--- config.mk ---
export PLATFORM = sky130hd
export DESIGN_NAME = hcll_ram
export DESIGN_NICKNAME = d
export VERILOG_FILES = /design/src/hcll_ram.sv
export SDC_FILE = /design/constraint.sdc
export NUM_CORES = 1
export LEC_CHECK = 0
export BUFFER_PORTS_ARGS = -buffer_cell sky130_fd_sc_hd__clkbuf_2
export CELL_PAD_IN_SITES_DETAIL_PLACEMENT = 1
export CELL_PAD_IN_SITES_GLOBAL_PLACEMENT = 2
export CORE_MARGIN = 10
export CORE_UTILIZATION = 40
export DETAILED_ROUTE_END_ITERATION = 6
export PLACE_DENSITY = 0.67
export SLEW_MARGIN = 20
export SYNTH_ARGS = -nofsm -noshare
export SYNTH_HDL_FRONTEND = slang
export SYNTH_SLANG_ARGS = --single-unit
--- constraint.sdc ---
create_clock -name clk -period 1.68 [get_ports clk]
set_input_delay 0.168 -clock clk [delete_from_list [all_inputs] [get_ports clk]]
set_output_delay 0.168 -clock clk [all_outputs]
set_load 0.005 [all_outputs]
--- src/hcll_ram.sv ---
// Generic simple dual-port RAM: one write port, one registered read port.
`default_nettype none

module hcll_ram #(
    parameter int WIDTH = 8,
    parameter int DEPTH = 16
) (
    input  wire logic                     clk,
    input  wire logic                     we,
    input  wire logic [$clog2(DEPTH)-1:0] waddr,
    input  wire logic [WIDTH-1:0]         wdata,
    input  wire logic [$clog2(DEPTH)-1:0] raddr,
    output logic      [WIDTH-1:0]         rdata
);

    logic [WIDTH-1:0] mem [DEPTH];

    // Write port
    always_ff @(posedge clk)
    begin
        if (we)
        begin
            mem[waddr] <= wdata;
        end
    end

    // Registered read port
    always_ff @(posedge clk)
    begin
        rdata <= mem[raddr];
    end

endmodule

`default_nettype wire

==> results of run 1 <==
-- metrics by stage --
| stage | worst slack, ns | power, mW | std cells |
|---|---|---|---|
| floorplan | 0.0191 | 4.07 | 229 |
| global route | 0.200 | 8.40 | 470 |
| finish | 0.225 | 8.14 | 470 |
| global placement | -0.0151 | 4.26 | 439 |
| detailed placement | -0.0193 | 4.27 | 439 |
| CTS | 0.217 | 8.22 | 470 |
-- registers in the layout (all words and copies together), names as in the netlist --
register  cells
rdata         8
mem         128
-- area by class of cell --
type	count	area [um2]	area share [%]
multi-input cells	83	1060	16.9
flip-flops and latches	136	4000	64.1
well taps	172	215	3.45
clock inverters	14	206	3.31
repair buffers	48	335	5.37
clock buffers	17	425	6.81
-- power breakdown --
group / total, mW / switching, mW / internal, mW / leakage, nW
sequential: 3.82 / 0.0243 / 3.79 / 1.22
combinational: 0.372 / 0.211 / 0.162 / 0.609
clock: 3.95 / 1.34 / 2.61 / 0.306
total: 8.14 / 1.58 / 6.56 / 2.14
-- logic make-up after synthesis --
kind of cell	share of synthesized area (%)
compound gates	2.33
flops	77.8
simple gates	3.18
mux	15.0
buf+inv	1.68
-- final timing paths --
check	end
worst max-delay path	rdata[4]
worst min-delay path	mem[15][3]
worst max register to register	rdata[4]
worst min register to register	rdata[2]
-- metal layers --
layer  wire, um  vias up  GRT usage, %
li1           -     1087             -
met1       4860     1291          16.6
met2       5610       55          21.0
met3        500       10          4.06
met4        132        0          5.62
met5          0        -             0
-- cells in the mapped netlist --
cell type	n
dfxtp_1	8
and2_1	1
nand3_1	1
or3b_2	1
mux4_2	18
nor3_1	4
and2b_1	1
a22oi_1	16
nor2_1	13
buf_6	3
nand2b_1	2
nand3b_1	2
buf_2	3
edfxtp_1	128
clkdlybuf4s25_2	3
mux4_1	14
nand2_1	9
nor2b_1	1
buf_4	1
==> impl_results.md, run 1 <==
- ANT cells: 0
- Skew final: 0.0127 ns
- CP max stage delay: 0.56 ns
- Worst-skew pair later-pin latency: 0.42 ns
- Area growth from synthesis to layout: 21.3%
- Run status: finished, final reports clean
- Hold Crit Depth: 1
- Largest cells by area after synthesis: edfxtp_1 75%, mux4_2 7.9%, mux4_1 7.1%, dfxtp_1 3.1%, a22oi_1 2.3%
- Vias per cell: 5.20
- Largest delay contributor family on the critical path: multiplexers
- CTS Buf Count: 17
- Crit path from: mem[9][4]
- Arrival time worst endpoint: 1.73 ns
- Fin area: 0.00624 mm2
- Setup crit start kind: flip-flop
- Unrepaired setup endpoints after global routing: no
- Vias in the first global route: 2717
- Worst path cell trace: mux4_1 > a22oi_1 > nand2_1
- Stages on worst setup path: 3
- Minimum clock period after layout: 1.46 ns
- Area leader, netlist: edfxtp_1
- DRT Pass-1 Iters: 4
- Nets: 304
- Slowest-stage cell, CP: mux4_1
- Worst slew pin tran: 0.387 ns
- Syn_nets: 247
- Clock-pin slew of the registers on the worst-case setup and hold paths: 0.06 ns
- Starting density of the core: 40.8%
- Grt total ovfl: 0
- Placed inst area: 0.00561 mm2
- Drt total wl: 11100 um
- Reg2reg start: mem[9][4]
- Die height: 133 um
- Vias: 2443
- Fin. Hold Viols: 0
- Layout cell share with drive strength beyond 1: 32.6%
- Post-CTS sizing: 0
- Synth warn: 0
- WP data required: 1.96 ns
- Initial antenna violation count: 0
- CTS sink count: 136
- Max_cap viols: 0
- WS Path Type: reg -> reg
- R2R cell count: 3
- Utilization after layout: 49.5%
- Cell area after synthesis: 0.00515 mm2
- Buffers on Ports: 25
- Avg WL per Cell: 23.6 um
- Leak: 2.14 nW
- CTS tree: done
- Die Width: 133 um
- Residual DRC count: 0
- Max rail drop VDD: 0.694 mV
- Detail Route Antenna Nets: 0
- CTS hold repair buffers: 0
- Core Rows: 41
- Synthesized instance count: 229
- Count of different cell masters after synthesis: 19
- DIE AREA: 0.0178 mm2
- Final Max Tran Viols: 0
- Core region area: 0.0126 mm2
- FMAX: 687 MHz
- # IOs: 26
- Post-CTS Repair Setup Buffers: 0
- Crit path buffers/inverters: 0
- Post-synthesis register bit count: 136
- Register area share after synthesis: 77.8%
- Worst-path maximum fanout: 1
- # fillers: 1170
- Cell Pwr Density: 1300 mW/mm2
- Total track usage: 13.3%
- R2R setup slack: 0.22 ns
- Post-synth top area share: 74.7%
- Setup violators final: 0
- Avg Inst Size Synth: 22.5 um2
- Sum of negative setup slack: 0 ns
- Headroom to the max-slew limit: 74.2%
- Pin count of the biggest net entering global routing: 33
- First-pass GRT wire length: 16900 um
- Placer congestion estimate: 0.728
- Most common cell after layout, fill and taps aside: edfxtp_1
- Most frequent cells in the layout: 128 x edfxtp_1, 25 x clkbuf_2, 20 x buf_4
- WHS: 0.182 ns
- Hold Path Origin: wdata[3]
- CTS root buf: clkbuf_16
- DP HPWL: 7080 um
- Initial DRC count: 199
- H-tree levels: 4
- Maximum clock insertion buffer count: 2
- Worst setup EP type: flip-flop
- Hold WC Path Type: in -> reg
- Final period utilization: 86.6%
No activity file was read; power rests on OpenSTA's default activity.
==> inputs of run 2 (changes only) <==
Settings changed: CORE_UTILIZATION 40 to 38, CTS_CLUSTER_SIZE from default to 40, PLACE_DENSITY 0.67 to 0.64.
==> run 2 against run 1 <==
  * First-iteration DRC count decreased by 8.5%
  * Critical path type unchanged
  * Via count rose by 1.5%
  * Clock power fell by 3%
  * Routed wire length shrank 0.18%
  * Fmax increased by 8.0%
  * Clock skew shrank 0.0064 ns
  * Critical path depth is the same
  * Total power decreased by 1.8%
  * Cell count up 0.85%
  * Sequential share of layout area up 0.37 points
==> impl_results.md, run 2 (synthesis gave the netlist of run 1 again) <==
- Run status: finished, final reports clean (unchanged)
- Detail Route Antenna Nets: 0 (unchanged)
- Vias in the first global route: 2620 (was 2717)
- Hold Crit Depth: 1 (unchanged)
- Residual DRC count: 0 (unchanged)
- Worst setup EP type: flip-flop (unchanged)
- Largest delay contributor family on the critical path: multiplexers (unchanged)
- Final non-filler cell total: 474 (was 470)
- Clock-pin slew of the registers on the worst-case setup and hold paths: 0.06 ns (about the same)
- DIE AREA: 0.0186 mm2 (was 0.0178 mm2)
- Most common cell after layout, fill and taps aside: edfxtp_1 (unchanged)
- H-tree levels: 4 (unchanged)
- FMAX: 742 MHz (was 687 MHz)
- Core region area: 0.0132 mm2 (was 0.0126 mm2)
- Most frequent cells in the layout: 128 x edfxtp_1, 25 x clkbuf_2, 20 x buf_4 (unchanged)
- Starting density of the core: 38.9% (was 40.8%)
- Unrepaired setup endpoints after global routing: no (unchanged)
- DRT Pass-1 Iters: 4 (unchanged)
- Top layer in use: met4 (unchanged)
- Fin. Hold Viols: 0 (unchanged)
- CTS tree: done (unchanged)
- Skew final: 0.00622 ns (was 0.0127 ns)
- Final Max Tran Viols: 0 (unchanged)
- CTS Buf Count: 17 (unchanged)
- CTS sink count: 136 (unchanged)
- Worst-path maximum fanout: 1 (unchanged)
- Largest register FFs: 128 (unchanged)
- R2R setup slack: 0.33 ns (was 0.22 ns)
- Hold WC Path Type: in -> reg (unchanged)
- Setup crit start kind: flip-flop (unchanged)
- Post-CTS Repair Setup Buffers: 0 (unchanged)
- Max rail drop VDD: 0.753 mV (was 0.694 mV)
- Nets: 303 (was 304)
- Core Rows: 42 (was 41)
- Metal3 WL: 759 um (was 500 um)
- # IOs: 26 (unchanged)
- Headroom to the max-slew limit: 43.1% (was 74.2%)
- WS Path Type: reg -> reg (unchanged)
- Hold Path Origin: wdata[3] (unchanged)
- Largest register by flop count: mem (unchanged)
- Arrival time worst endpoint: 1.63 ns (was 1.73 ns)
- Placed inst area: 0.00560 mm2 (was 0.00561 mm2)
- Minimum clock period after layout: 1.35 ns (was 1.46 ns)
- Post-Place Cells: 442 (was 439)
- Worst slew pin tran: 0.850 ns (was 0.387 ns)
- Die height: 136 um (was 133 um)
- Avg WL per Cell: 23.4 um (was 23.6 um)
- Crit path buffers/inverters: 0 (unchanged)
- R2R cell count: 3 (unchanged)
- Leak: 2.11 nW (was 2.14 nW)
- Total track usage: 12.7% (was 13.3%)
- Worst path cell trace: mux4_2 > a22oi_1 > nand2_1 (was mux4_1 > a22oi_1 > nand2_1)
- Pin count of the biggest net entering global routing: 23 (was 33)
- Setup violators final: 0 (unchanged)
- CTS root buf: clkbuf_16 (unchanged)
- Maximum clock insertion buffer count: 2 (unchanged)
- WP data required: 1.97 ns (was 1.96 ns)
- Met1 wire length: 4920 um (was 4860 um)
- CP max stage delay: 0.48 ns (was 0.56 ns)
- CTS hold repair buffers: 0 (unchanged)
- Initial antenna violation count: 0 (unchanged)
- Worst Hold Path EP: mem[5][3] (was mem[15][3])
- Wire length on met2: 5280 um (was 5610 um)
- Reg-to-reg endpoint: rdata[6] (was rdata[4])
- # fillers: 1224 (was 1170)
- Initial DRC count: 182 (was 199)
- Biggest regs: mem: 128 flops, rdata: 8 flops (unchanged)
- Layout cell share with drive strength beyond 1: 31.9% (was 32.6%)
- First-pass GRT wire length: 16900 um (about the same)
- Reg2reg start: mem[11][6] (was mem[9][4])
- Max_cap viols: 0 (unchanged)
- Slowest-stage cell, CP: mux4_2 (was mux4_1)
- Vias per cell: 5.23 (was 5.20)
- Grt total ovfl: 0 (unchanged)
- Post-CTS sizing: 0 (unchanged)
- Buffers on Ports: 25 (unchanged)
- Final period utilization: 80.2% (was 86.6%)
- Total power: 8.00 mW (was 8.14 mW)
- Fin area: 0.00621 mm2 (was 0.00624 mm2)
- Cell Pwr Density: 1290 mW/mm2 (was 1300 mW/mm2)
- Worst-skew pair later-pin latency: 0.41 ns (was 0.42 ns)
- Die Width: 136 um (was 133 um)
- DP HPWL: 7230 um (was 7080 um)
- Placer congestion estimate: 0.685 (was 0.728)
- ANT cells: 0 (unchanged)
- Area growth from synthesis to layout: 20.6% (was 21.3%)
- Vias: 2480 (was 2443)
- Drt total wl: 11100 um (about the same)
[run 2: cell types whose count changed in the layout (fill, tap and decap cells not counted)]
cell,previous run,this run
clkinv_4,2,1
clkinvlp_4,2,4
clkinv_1,1,2
clkbuf_1,0,1
clkinv_2,4,3
buf_12,3,2
bufinv_16,5,4
[run 2: stage by stage]
| stage | hold slack [ns] | setup TNS (ns) | setup slack, ns | util, % |
|---|---|---|---|---|
| CTS | 0.184 | 0 | 0.297 | 46.9 |
| global route | 0.202 | 0 | 0.235 | 46.9 |
| floorplan | 0.267 | 0 | 0.0191 | - |
| detailed placement | 0.545 | -0.00314 | -0.00314 | 42.3 |
| finish | 0.174 | 0 | 0.332 | 46.9 |
| global placement | 0.544 | 0 | 0.0297 | 42.3 |
[run 2: final cells by class]
type	count	area (um2)	share of cell area [%]
Sequential cell	136	4000	64.5
Multi-Input combinational cell	83	1060	17.0
Clock buffer	18	429	6.91
Timing Repair Buffer	47	315	5.08
Tap cell	176	220	3.55
Clock inverter	14	181	2.92
[run 2: report_power, final]
group / switching, mW / leakage [nW] / internal [mW]
Sequential: 0.0260 / 1.22 / 3.79
Clock: 1.35 / 0.287 / 2.46
Combinational: 0.204 / 0.599 / 0.156
Total: 1.58 / 2.11 / 6.41
[run 2: routing by layer]
layer  up-vias  global-route usage (%)
met1      1310                    16.9
met3        10                    4.10
met4         0                    4.44
met2        74                    19.3
met5         -                       0
li1       1086                       -
[run 2: how the worst max path moves through the flow]
stage                           from         to  cells past startpoint
after floorplan             waddr[2]  mem[0][0]                      2
after global placement      raddr[0]   rdata[7]                      5
after detailed placement    raddr[0]   rdata[6]                      5
after CTS                  mem[5][0]   rdata[0]                      3
after global routing       mem[3][4]   rdata[4]                      3
final                     mem[11][6]   rdata[6]                      3
[run 2: worst reg2reg max path: stages, from the launching register on]
cell and delay (ns):
edfxtp_1 0.36, mux4_2 0.48, a22oi_1 0.30, nand2_1 0.09
==> inputs of run 3 (changes only) <==
Settings changed: PLACE_DENSITY 0.64 to 0.61.
Clock period 1.68 ns to 1.3 ns, I/O delays scaled along.
==> run 3 against run 2 <==
  * Cell count increased by 1.9%
  * Clock-buffer cell count increased by 2
  * Combinational power up 45%
  * Utilization rose by 0.56 points
  * Sequential power rose by 29%
  * Critical path depth rose by 1
  * The run now ends with setup timing left
  * Highest routed layer unchanged
  * Largest power group unchanged
  * First-iteration DRC count grew 18%
==> impl_results.md, run 3 (synthesis gave the netlist of run 1 again) <==
- Run status: complete, but fails checks (was finished, final reports clean)
- Failing checks: setup timing
- CTS sink count: 136 (unchanged)
- Final period utilization: 102% (was 80.2%)
- Reg2reg start: mem[3][4] (was mem[11][6])
- Minimum clock period after layout: 1.33 ns (was 1.35 ns)
- # IOs: 26 (unchanged)
- Area growth from synthesis to layout: 22.0% (was 20.6%)
- Setup crit start kind: flip-flop (unchanged)
- Pin count of the biggest net entering global routing: 17 (was 23)
- Most frequent cells in the layout: 128 x edfxtp_1, 27 x buf_4, 26 x mux4_2 (was 128 x edfxtp_1, 25 x clkbuf_2, 20 x buf_4)
- Final Max Tran Viols: 0 (unchanged)
- FMAX: 753 MHz (was 742 MHz)
- DP HPWL: 7210 um (was 7230 um)
- Final non-filler cell total: 483 (was 474)
- PnR worst setup slack: -0.0288 ns (was 0.332 ns)
- Buffers on Ports: 25 (unchanged)
- First-pass GRT wire length: 17200 um (was 16900 um)
- Grt total ovfl: 0 (unchanged)
- Crit path from: mem[3][4] (was mem[11][6])
- Largest register by flop count: mem (unchanged)
- Layout cell share with drive strength beyond 1: 38.8% (was 31.9%)
- Hold Crit Depth: 1 (unchanged)
- Die height: 136 um (unchanged)
- DRT Pass-1 Iters: 4 (unchanged)
- Core region area: 0.0132 mm2 (unchanged)
- WP data required: 1.60 ns (was 1.97 ns)
- Worst setup path end: rdata[4] (was rdata[6])
- CTS hold repair buffers: 0 (unchanged)
- Initial DRC count: 214 (was 182)
- Total track usage: 13.0% (was 12.7%)
- CTS tree: done (unchanged)
- Headroom to the max-slew limit: 32.8% (was 43.1%)
- H-tree levels: 4 (unchanged)
- Reg-to-reg endpoint: rdata[4] (was rdata[6])
- Fin. Hold Viols: 0 (unchanged)
- Max_cap viols: 0 (unchanged)
- Hold WC Path Type: in -> reg (unchanged)
- Die Width: 136 um (unchanged)
- Worst slew pin tran: 1.00 ns (was 0.850 ns)
- DIE AREA: 0.0186 mm2 (unchanged)
- CTS root buf: clkbuf_16 (unchanged)
- Maximum clock insertion buffer count: 2 (unchanged)
- WS Path Type: reg -> reg (unchanged)
- Vias per cell: 5.15 (was 5.23)
- Starting density of the core: 38.9% (unchanged)
- Biggest regs: mem: 128 flops, rdata: 8 flops (unchanged)
- Avg WL per Cell: 23.3 um (was 23.4 um)
- Clock-pin slew of the registers on the worst-case setup and hold paths: 0.05 ns (was 0.06 ns)
- Post-Place Cells: 451 (was 442)
- Unrepaired setup endpoints after global routing: yes (was no)
- Residual DRC count: 0 (unchanged)
- Nets: 312 (was 303)
- Detail Route Antenna Nets: 0 (unchanged)
- Drt total wl: 11300 um (was 11100 um)
- Setup violators final: 1 (was 0)
- ANT cells: 0 (unchanged)
- Arrival time worst endpoint: 1.63 ns (about the same)
- Vias: 2487 (was 2480)
- Largest register FFs: 128 (unchanged)
- Core Rows: 42 (unchanged)
- Post-CTS Repair Setup Buffers: 0 (unchanged)
- Placer congestion estimate: 0.685 (unchanged)
- Worst-path maximum fanout: 1 (unchanged)
- WHS: 0.138 ns (was 0.174 ns)
- CTS Buf Count: 17 (unchanged)
- R2R setup slack: -0.03 ns (was 0.33 ns)
- Sum of negative setup slack: -0.0288 ns (was 0 ns)
- Max rail drop VDD: 0.938 mV (was 0.753 mV)
- Worst-skew pair later-pin latency: 0.41 ns (about the same)
- Leak: 2.12 nW (was 2.11 nW)
- Most common cell after layout, fill and taps aside: edfxtp_1 (unchanged)
- Skew final: 0.00550 ns (was 0.00622 ns)
- Initial antenna violation count: 0 (unchanged)
- Vias in the first global route: 2728 (was 2620)
- R2R cell count: 4 (was 3)
- Worst setup EP type: flip-flop (unchanged)
- Cell Pwr Density: 1610 mW/mm2 (was 1290 mW/mm2)
[run 3: routing by layer]
metal	global-route usage, %	wire (um)	up-vias
met5	0	0	-
met4	5.15	180	0
met2	20.7	5470	50
met3	4.06	463	14
met1	16.3	5140	1327
li1	-	-	1096
[run 3: worst min path at each step]
stage                        start  slack [ns]          to
after detailed placement  rdata[3]        0.51    rdata[3]
after global routing      wdata[3]        0.17  mem[14][3]
after global placement    rdata[4]        0.51    rdata[4]
final                     wdata[3]        0.14  mem[14][3]
after floorplan           wdata[0]        0.23   mem[0][0]
after CTS                 wdata[7]        0.16  mem[12][7]
[run 3: per-stage QoR]
step / worst slack (ns) / power, mW / area [um2] / utilization [%]
finish: -0.0288 / 10.1 / 6280 / 47.4
global route: -0.0624 / 10.5 / 6280 / 47.4
CTS: -0.0362 / 10.2 / 6280 / 47.4
detailed placement: -0.271 / 5.54 / 5700 / 43.1
global placement: -0.265 / 5.52 / 5700 / 43.1
floorplan: -0.0961 / 5.27 / 5160 / -
[run 3: what timing repair did]
item                                   4_1_cts  5_1_grt
setup endpoints to repair                    7        8
pin swaps                                    3        3
endpoints found under the hold margin        0        0
resized for setup                            6       10
[run 3: worst max-delay path: stages (launching register included)]
cell and delay, ns:
edfxtp_1 0.36, mux4_2 0.48, a22oi_2 0.17, buf_4 0.15, nand2_2 0.05
[run 3: area by class of cell]
type,count,area [um2]
Multi-Input combinational cell,83,1080
Fill cell,1237,6960
Clock inverter,12,133
Timing Repair Buffer,56,408
Sequential cell,136,4000
Clock buffer,20,437
Tap cell,176,220
[run 3: power breakdown]
group	total [mW]	leakage (nW)	switching, mW	internal (mW)
combinational	0.521	0.623	0.283	0.239
sequential	4.93	1.22	0.0279	4.90
clock	4.65	0.277	1.68	2.97
total	10.1	2.12	1.99	8.11
